[src/rtl/lrufr_pkg.sv]
// Shared types, codes and constants of the LRU frame replacer.
package lrufr_pkg;

   localparam int unsigned FRAMES_DEF = 64;
   localparam int unsigned FUNC_W     = 2;
   localparam int unsigned FRAME_W    = 6;
   localparam int unsigned STATUS_W   = 2;
   localparam int unsigned COUNT_W    = 7;
   localparam int unsigned FRAME_MAX  = (1 << FRAME_W) - 1;

   typedef enum logic [FUNC_W-1:0] {
      FN_VICTIM = 2'd0,
      FN_PIN    = 2'd1,
      FN_UNPIN  = 2'd2,
      FN_NOP    = 2'd3
   } func_type;

   typedef enum logic [STATUS_W-1:0] {
      RS_OK        = 2'd0,
      RS_NO_VICTIM = 2'd1,
      RS_UNTRACKED = 2'd2
   } status_type;

   // Operation broadcast to every cell while a token walks the chain.
   typedef enum logic [2:0] {
      CMD_INS   = 3'd0,   // insert at newest end, drop an older copy
      CMD_FIND  = 3'd1,   // look up a frame
      CMD_MARK  = 3'd2,   // look up a frame and mark it evictable
      CMD_VSCAN = 3'd3,   // carry the oldest evictable frame to the tail
      CMD_PULL  = 3'd4    // remove a frame and close the gap
   } cmd_type;

   typedef struct packed {
      logic [FUNC_W-1:0]  func;
      logic [FRAME_W-1:0] frame;
   } req_type;

   typedef struct packed {
      logic [STATUS_W-1:0] status;
      logic [FRAME_W-1:0]  victim_frame;
      logic [COUNT_W-1:0]  evictable_count;
   } rsp_type;

   // One recency list entry held by a cell.
   typedef struct packed {
      logic               valid;
      logic               ev;
      logic [FRAME_W-1:0] frame;
   } entry_type;

   // Token handed from cell to cell, with the item or result it carries.
   typedef struct packed {
      logic               live;
      logic               act;
      logic               hit;
      logic               flag;
      logic               ev;
      logic [FRAME_W-1:0] frame;
   } tok_type;

   typedef struct packed {
      cmd_type            cmd;
      logic [FRAME_W-1:0] key;
   } ctl_type;

endpackage

[src/rtl/lrufr_cell.sv]
// One recency list cell: holds an entry and acts on the passing token.
module lrufr_cell (
   input  logic                clock,
   input  logic                reset,
   input  lrufr_pkg::ctl_type  ctl,
   input  lrufr_pkg::tok_type  tok_in,
   input  lrufr_pkg::entry_type right_in,
   output lrufr_pkg::tok_type  tok_out,
   output lrufr_pkg::entry_type entry_out
);
   import lrufr_pkg::*;

   entry_type ent_ff, ent_in;
   tok_type   tok_ff;
   logic      match;

   assign match     = ent_ff.valid && (ent_ff.frame == ctl.key);
   assign entry_out = ent_ff;

   always_comb begin
      ent_in  = ent_ff;
      tok_out = tok_ff;
      if (tok_ff.live && tok_ff.act) begin
         unique case (ctl.cmd)
            CMD_INS: begin
               // take the carried entry, hand the old one on
               ent_in.valid = 1'b1;
               ent_in.ev    = tok_ff.ev;
               ent_in.frame = tok_ff.frame;
               if (!ent_ff.valid) begin
                  tok_out.act = 1'b0;
                  tok_out.hit = 1'b0;
               end else if (match) begin
                  tok_out.act  = 1'b0;
                  tok_out.hit  = 1'b1;
                  tok_out.flag = ent_ff.ev;
               end else begin
                  tok_out.ev    = ent_ff.ev;
                  tok_out.frame = ent_ff.frame;
               end
            end
            CMD_FIND, CMD_MARK: begin
               if (!ent_ff.valid) begin
                  tok_out.act = 1'b0;
               end else if (match) begin
                  tok_out.act  = 1'b0;
                  tok_out.hit  = 1'b1;
                  tok_out.flag = ent_ff.ev;
                  if (ctl.cmd == CMD_MARK) begin
                     ent_in.ev = 1'b1;
                  end
               end
            end
            CMD_VSCAN: begin
               if (!ent_ff.valid) begin
                  tok_out.act = 1'b0;
               end else if (ent_ff.ev) begin
                  tok_out.hit   = 1'b1;
                  tok_out.frame = ent_ff.frame;
               end
            end
            CMD_PULL: begin
               if (tok_ff.hit || match) begin
                  ent_in      = right_in;
                  tok_out.hit = 1'b1;
               end
            end
            default: begin
               tok_out.act = 1'b0;
            end
         endcase
      end
   end

   always_ff @(posedge clock) begin
      if (reset) begin
         ent_ff <= '0;
         tok_ff <= '0;
      end else begin
         ent_ff <= ent_in;
         tok_ff <= tok_in;
      end
   end

endmodule

[src/rtl/lrufr_ctrl.sv]
// Sequencer: accepts transactions, launches chain passes, keeps counts.
module lrufr_ctrl #(
   parameter int unsigned FRAMES = lrufr_pkg::FRAMES_DEF
) (
   input  logic               clock,
   input  logic               reset,
   input  logic               req_valid,
   output logic               req_stall,
   input  lrufr_pkg::req_type req_data,
   output logic               rsp_valid,
   input  logic               rsp_stall,
   output lrufr_pkg::rsp_type rsp_data,
   output lrufr_pkg::ctl_type ctl,
   output lrufr_pkg::tok_type inj,
   input  lrufr_pkg::tok_type tail
);
   import lrufr_pkg::*;

   localparam int unsigned LEN_W = $clog2(FRAMES + 1);

   typedef enum logic [2:0] {
      ST_IDLE = 3'b001,
      ST_PASS = 3'b010,
      ST_DONE = 3'b100
   } state_type;

   state_type          state_ff, state_in;
   cmd_type            cmd_ff, cmd_in;
   logic [FRAME_W-1:0] key_ff, key_in;
   logic [LEN_W-1:0]   len_ff, len_in;
   logic [LEN_W-1:0]   total_ff, total_in;
   status_type         res_st_ff, res_st_in;
   logic [FRAME_W-1:0] res_vf_ff, res_vf_in;
   rsp_type            rsp_ff, rsp_in;
   logic               rsp_valid_ff, rsp_valid_in;
   logic               accept;
   logic               frame_bad;

   assign req_stall = (state_ff != ST_IDLE);
   assign accept    = req_valid && !req_stall;
   assign rsp_valid = rsp_valid_ff;
   assign rsp_data  = rsp_ff;
   assign ctl.cmd   = cmd_ff;
   assign ctl.key   = key_ff;

   // Frames at or above the pool size are never tracked.
   assign frame_bad = (FRAMES <= FRAME_MAX) && (req_data.frame >= FRAME_W'(FRAMES));

   always_comb begin
      state_in     = state_ff;
      cmd_in       = cmd_ff;
      key_in       = key_ff;
      len_in       = len_ff;
      total_in     = total_ff;
      res_st_in    = res_st_ff;
      res_vf_in    = res_vf_ff;
      rsp_in       = rsp_ff;
      rsp_valid_in = rsp_valid_ff && rsp_stall;
      inj          = '0;
      unique case (state_ff)
         ST_IDLE: begin
            if (accept) begin
               key_in    = req_data.frame;
               res_st_in = RS_OK;
               res_vf_in = '0;
               state_in  = ST_DONE;
               inj.frame = req_data.frame;
               inj.act   = 1'b1;
               unique case (req_data.func)
                  FN_VICTIM: begin
                     if (total_ff == '0) begin
                        res_st_in = RS_NO_VICTIM;
                     end else begin
                        cmd_in   = CMD_VSCAN;
                        inj.live = 1'b1;
                        state_in = ST_PASS;
                     end
                  end
                  FN_PIN: begin
                     if (!frame_bad) begin
                        cmd_in   = (len_ff == LEN_W'(FRAMES)) ? CMD_FIND : CMD_INS;
                        inj.live = 1'b1;
                        state_in = ST_PASS;
                     end
                  end
                  FN_UNPIN: begin
                     if (frame_bad) begin
                        res_st_in = RS_UNTRACKED;
                     end else begin
                        cmd_in   = CMD_MARK;
                        inj.live = 1'b1;
                        state_in = ST_PASS;
                     end
                  end
                  default: begin
                     res_st_in = RS_OK;
                  end
               endcase
            end
         end
         ST_PASS: begin
            if (tail.live) begin
               state_in = ST_DONE;
               unique case (cmd_ff)
                  CMD_VSCAN: begin
                     key_in    = tail.frame;
                     cmd_in    = CMD_PULL;
                     inj.live  = 1'b1;
                     inj.act   = 1'b1;
                     state_in  = ST_PASS;
                  end
                  CMD_PULL: begin
                     res_vf_in = key_ff;
                     total_in  = total_ff - LEN_W'(1);
                     len_in    = len_ff - LEN_W'(1);
                  end
                  CMD_FIND: begin
                     if (tail.hit) begin
                        cmd_in    = CMD_INS;
                        inj.live  = 1'b1;
                        inj.act   = 1'b1;
                        inj.frame = key_ff;
                        state_in  = ST_PASS;
                     end
                  end
                  CMD_MARK: begin
                     if (!tail.hit) begin
                        res_st_in = RS_UNTRACKED;
                     end else if (!tail.flag) begin
                        total_in = total_ff + LEN_W'(1);
                     end
                  end
                  CMD_INS: begin
                     if (tail.hit) begin
                        if (tail.flag && (total_ff != '0)) begin
                           total_in = total_ff - LEN_W'(1);
                        end
                     end else begin
                        len_in = len_ff + LEN_W'(1);
                     end
                  end
                  default: begin
                     state_in = ST_DONE;
                  end
               endcase
            end
         end
         ST_DONE: begin
            // hold the result until the output register is free
            if (!rsp_valid_ff || !rsp_stall) begin
               rsp_in.status          = res_st_ff;
               rsp_in.victim_frame    = res_vf_ff;
               rsp_in.evictable_count = COUNT_W'(total_ff);
               rsp_valid_in           = 1'b1;
               state_in               = ST_IDLE;
            end
         end
         default: begin
            state_in = ST_IDLE;
         end
      endcase
   end

   always_ff @(posedge clock) begin
      if (reset) begin
         state_ff     <= ST_IDLE;
         cmd_ff       <= CMD_FIND;
         len_ff       <= '0;
         total_ff     <= '0;
         rsp_valid_ff <= 1'b0;
      end else begin
         state_ff     <= state_in;
         cmd_ff       <= cmd_in;
         len_ff       <= len_in;
         total_ff     <= total_in;
         rsp_valid_ff <= rsp_valid_in;
      end
   end

   always_ff @(posedge clock) begin
      key_ff    <= key_in;
      res_st_ff <= res_st_in;
      res_vf_ff <= res_vf_in;
      rsp_ff    <= rsp_in;
   end

`ifndef ASSERT_OFF
   a_total_le_len: assert property (@(posedge clock) disable iff (reset)
      total_ff <= len_ff)
      else $error("evictable count exceeds list length");

   a_len_le_frames: assert property (@(posedge clock) disable iff (reset)
      len_ff <= LEN_W'(FRAMES))
      else $error("list length exceeds frame count");

   a_tail_in_pass: assert property (@(posedge clock) disable iff (reset)
      tail.live |-> (state_ff == ST_PASS))
      else $error("token left the chain outside a pass");

   a_busy_after_accept: assert property (@(posedge clock) disable iff (reset)
      accept |=> req_stall)
      else $error("sequencer not busy after a transaction");
`endif

endmodule

[src/rtl/lru_frame_replacer_core.sv]
// Top level of the LRU frame replacer: sequencer and chain of list cells.
//
// Usage: one request channel (req_valid, req_stall, req_data) carries a
// transaction with func (victim, pin, unpin) and a frame number; one response
// channel (rsp_valid, rsp_stall, rsp_data) returns exactly one transaction per
// request with status, victim frame and the evictable count after the request.
// The recency list lives in a row of FRAMES cells, newest at cell 0. Each
// pass sends one token from cell 0 to the last cell, one cell per cycle.
// An unpin takes a mark pass and a pin an insert pass; a pin while the list
// is full takes a lookup pass, then an insert pass if the frame is found; a
// successful victim takes a scan pass, then a removal pass; the requests
// answered at once need no pass. One transaction is in work at a time, so
// the chain length sets the throughput. Reset empties the list and the
// counts. A stalled response holds in its output register; a finished
// result then waits in the sequencer and further requests see req_stall.
module lru_frame_replacer_core #(
   parameter int unsigned FRAMES = lrufr_pkg::FRAMES_DEF
) (
   input  logic               clock,
   input  logic               reset,
   input  logic               req_valid,
   output logic               req_stall,
   input  lrufr_pkg::req_type req_data,
   output logic               rsp_valid,
   input  logic               rsp_stall,
   output lrufr_pkg::rsp_type rsp_data
);
   import lrufr_pkg::*;

   ctl_type   ctl;
   tok_type   tok_chain [FRAMES+1];
   entry_type ent_chain [FRAMES];

   lrufr_ctrl #(
      .FRAMES (FRAMES)
   ) u_ctrl (
      .clock     (clock),
      .reset     (reset),
      .req_valid (req_valid),
      .req_stall (req_stall),
      .req_data  (req_data),
      .rsp_valid (rsp_valid),
      .rsp_stall (rsp_stall),
      .rsp_data  (rsp_data),
      .ctl       (ctl),
      .inj       (tok_chain[0]),
      .tail      (tok_chain[FRAMES])
   );

   // Each cell hands its token to the next older cell and, during removal,
   // pulls its older neighbor's entry; the last cell pulls an empty entry.
   for (genvar i = 0; i < FRAMES; i++) begin : g_cell
      entry_type right;
      if (i == FRAMES - 1) begin : g_last
         assign right = '0;
      end else begin : g_mid
         assign right = ent_chain[i+1];
      end

      lrufr_cell u_cell (
         .clock     (clock),
         .reset     (reset),
         .ctl       (ctl),
         .tok_in    (tok_chain[i]),
         .right_in  (right),
         .tok_out   (tok_chain[i+1]),
         .entry_out (ent_chain[i])
      );
   end

endmodule
[config.mk]
export PLATFORM = sky130hd
export DESIGN_NAME = lru_frame_replacer_core
export DESIGN_NICKNAME = d
export VERILOG_FILES = /design/src/rtl/lrufr_pkg.sv /design/src/rtl/lrufr_cell.sv /design/src/rtl/lrufr_ctrl.sv /design/src/rtl/lru_frame_replacer_core.sv
export SDC_FILE = /design/constraint.sdc
export NUM_CORES = 2
export LEC_CHECK = 0
export ABC_AREA = 0
export BUFFER_PORTS_ARGS = -buffer_cell sky130_fd_sc_hd__buf_4
export CAP_MARGIN = 20
export CORE_MARGIN = 2
export CORE_UTILIZATION = 40
export CTS_CLUSTER_DIAMETER = 120
export CTS_CLUSTER_SIZE = 12
export DETAILED_ROUTE_END_ITERATION = 10
export GPL_ROUTABILITY_DRIVEN = 0
export PLACE_DENSITY = 0.62
export SETUP_SLACK_MARGIN = 0.3
export SKIP_LAST_GASP = 1
export SLEW_MARGIN = 10
export SYNTH_ARGS = -nofsm -noshare
export SYNTH_HDL_FRONTEND = slang
export SYNTH_SLANG_ARGS = --single-unit
[constraint.sdc]
create_clock -name clock -period 3.1 [get_ports clock]
set_input_delay 0.465 -clock clock [delete_from_list [all_inputs] [get_ports clock]]
set_output_delay 0.465 -clock clock [all_outputs]
set_load 0.02 [all_outputs]
==> flow_metrics.env <==
export IMPL_status="finished clean"
export IMPL_fmax_mhz=361
export IMPL_yosysTopAreaCellShare=0.397
export IMPL_finalCritPeriodShare=0.894
export IMPL_cts_buffers=115
export IMPL_die_x_um=398
export IMPL_vdd_drop_max_v=0.000437
export IMPL_dieHeight_um=398
export IMPL_final_nets=7094
export IMPL_cts_buffer_depth=3
export IMPL_placed_area_um2=64800
export IMPL_dp_hpwl_mm=113
export IMPL_clk_pin_slew_ps=60
export IMPL_std_cell_rows=144
export IMPL_antenna_cells=0
export IMPL_crit_path_max_fanout=5
export IMPL_antenna_left=0
export IMPL_grt_pass1_vias=50700
export IMPL_fin_area_um2=68300
export IMPL_antenna_found_initial=5
export IMPL_critical_path_class="reg -> reg"
export IMPL_drc=0
export IMPL_synth_edf_count=29
export IMPL_synthCells=7193
export IMPL_skew_ps=37.3
export IMPL_ios=29
export IMPL_slew_headroom=0.317
export IMPL_report_final_slew_viol_count=0
export IMPL_core_area_um2=154000
export IMPL_drive_above_1_share=0.0963
export IMPL_synth_area_leaders="dfxtp_1 40%, mux2i_1 8.4%, nor2_1 7.8%"
export IMPL_end_kind="flip-flop"
export IMPL_grt_use_met2=0.362
export IMPL_power_leakage_nw=22.6
export IMPL_area_delta_synth_final_pct=9.72
export IMPL_insertion_delay_ps=770
export IMPL_n_fill_cell=15000
export IMPL_grt_busiest_layer="met2"
export IMPL_port_buffers=28
export IMPL_period_minus_slack_ps=2770
export IMPL_drt_iter0_drc=3915
export IMPL_cts_root_buffer="clkbuf_16"
export IMPL_worstHoldPathType="in -> reg"
export IMPL_synth_seq_cells=1263
export IMPL_routedWlPerCell_um=19.4
export IMPL_yosysMostFrequentCell="nor2_1"
export IMPL_grt_max_degree=188
export IMPL_use_met1=0.292
export IMPL_syn_area_per_cell_um2=8.65
export IMPL_tightest_slew_ps=1020
export IMPL_num_vias=51600
export IMPL_power_density_nw_per_um2=501
export IMPL_cp_required_ps=3750
export IMPL_seq_area_frac_synth=0.411
export IMPL_first_pass_iters=7
export IMPL_synthesis_nets=7221
export IMPL_synth_area_um2=62200
export IMPL_crit_family="simple AND/OR/NAND/NOR gates"
export IMPL_crit_arrival_ps=3420
export IMPL_met3_usage=0.0288
export IMPL_startpoint_type="flip-flop"
export IMPL_overflow=0
export IMPL_grt_pass1_wl_mm=282
export IMPL_setup_tns_ps=0
export IMPL_cts_sink_count=1263
export IMPL_htreeDepth=3
export IMPL_routed_wl_mm=177
export IMPL_async_reset_ff_frac=0
export IMPL_rsz0062_at_grt="yes"
export IMPL_synth_flop_cell="dfxtp_1"
export IMPL_max_stage_delay_ps=400
export IMPL_yosysUniqueCellTypes=80
export IMPL_initial_core_util=0.403
export IMPL_path_buf_inv=2
export IMPL_ys_warnings_count=0
export IMPL_grt_usage=0.217
export IMPL_die_area_um2=159000
export IMPL_cpMaxStageDelayCell="fa_2"
export IMPL_yosys_top_cells_count="1299 x nor2_1, 1234 x dfxtp_1, 1055 x nand2_1, 523 x mux2i_1, 425 x a311oi_1"
export IMPL_cp_cell_sequence="buf_6 > or2_4 > nor2_4 > clkinv_4 > fa_2 > a21o_1 > a21oi_2 > nor2b_1 > or4_1 > and4_1 > mux2_4"
export IMPL_cts_tree="built"
export IMPL_synth_top_area_cell="dfxtp_1"
export IMPL_vias_per_cell=5.66
export IMPL_max_cap_viol_count=0
export IMPL_finalSetupViolCount=0
export IMPL_final_hold_violation_count=0
-- worst min-delay path: stages --
cell,delay (ps)
buf_4,150
a22oi_1,100
nor2_1,80
-- report_power, final --
group / internal, mW / switching, mW
clock: 6.71 / 6.18
combinational: 1.38 / 3.46
sequential: 16.4 / 0.0745
-- layer usage --
layer / up-vias / wire length, µm / part of all wire
met5: - / 0 / 0
met4: 0 / 4430 / 0.025
met3: 287 / 9740 / 0.055
met2: 1418 / 81900 / 0.46
met1: 25000 / 80900 / 0.46
li1: 24900 / - / -
-- stage by stage --
| stage | setup WS [ps] | cells | total power [mW] | utilization | hold slack, ps |
|---|---|---|---|---|---|
| after floorplan | 226 | 7193 | 19.6 | - | 400 |
| after global placement | 293 | 8961 | 21.4 | 0.420 | 401 |
| after detailed placement | 280 | 8961 | 21.4 | 0.420 | 406 |
| after CTS | 292 | 9093 | 34.3 | 0.440 | 28.6 |
| after global routing | 247 | 9124 | 35.3 | 0.443 | 106 |
| final | 327 | 9124 | 34.2 | 0.443 | 96.9 |
-- cell type report --
| cell class | count | area (µm²) | area share |
|---|---|---|---|
| Clock inverter | 5 | 65.1 | 0.000953 |
| Clock buffer | 126 | 2980 | 0.0437 |
| Sequential cell | 1263 | 25600 | 0.375 |
| Tap cell | 2044 | 2560 | 0.0375 |
| Inverter | 127 | 482 | 0.00706 |
| Timing Repair Buffer | 275 | 2960 | 0.0433 |
| Multi-Input combinational cell | 5284 | 33700 | 0.493 |
-- final timing paths --
kind	startpoint	endpoint	slack [ps]	cells after the start
max	u_ctrl.cmd_ff[1]	u_ctrl.len_ff[6]	330	11
min	req_data[0]	g_cell[0].u_cell.tok_ff[0]	100	3
max reg2reg	u_ctrl.cmd_ff[1]	u_ctrl.len_ff[6]	330	11
min reg2reg	u_ctrl.res_vf_ff[3]	u_ctrl.rsp_data[10]	420	0
-- timing repair --
action,4_1_cts,5_1_grt
pin swaps,1,15
hold buffers,1,0
cloned,0,1
endpoints found under the hold margin,2,0
resized for setup,1,21
setup endpoints to repair,4,130
setup buffers,0,30
-- layout by cell type, fill, tap and decap left out, types with 20 or more instances in the layout --
cell type / count
clkbuf_16: 120
or3_4: 20
o311ai_0: 23
mux2i_1: 523
nor4_4: 23
a22o_1: 42
nor2b_1: 88
edfxtp_1: 29
nand3_1: 190
and2_1: 24
nor3_1: 88
a21o_1: 57
nand4_1: 35
a211oi_1: 144
xor2_1: 246
nand2_1: 1048
and3_1: 86
a21oi_1: 158
dfxtp_1: 1231
a21oi_2: 26
nor2_1: 1296
a311oi_1: 425
a311oi_4: 31
nand3b_1: 25
a311oi_2: 92
xnor2_1: 136
buf_4: 197
buf_12: 65
inv_1: 124
o21ai_0: 215
-- sequential cells by signal, summed over array words and instances (netlist names) --
name	cells
u_ctrl.total_ff	7
u_ctrl.res_st_ff	2
g_cell.u_cell.tok_ff	637
g_cell.u_cell.entry_out	512
u_ctrl.state_ff	3
u_ctrl.rsp_data	15
u_ctrl.key_ff	6
u_ctrl.cmd_ff	3
g_cell.u_cell.tok_out	64
u_ctrl.res_vf_ff	6
u_ctrl.rsp_valid	1
u_ctrl.len_ff	7
-- cells by family after synthesis --
group | Yosys count | synth area share
buffers and inverters | 646 | 0.0506
and+or+nand+nor | 2996 | 0.211
xor gates and xnor gates | 395 | 0.0569
adders and majority gates | 16 | 0.00346
muxes | 524 | 0.0843
DFF | 1263 | 0.411
AOI/OAI and AO/OA | 1353 | 0.183
Note: power is estimated with default switching activity, not from simulation.
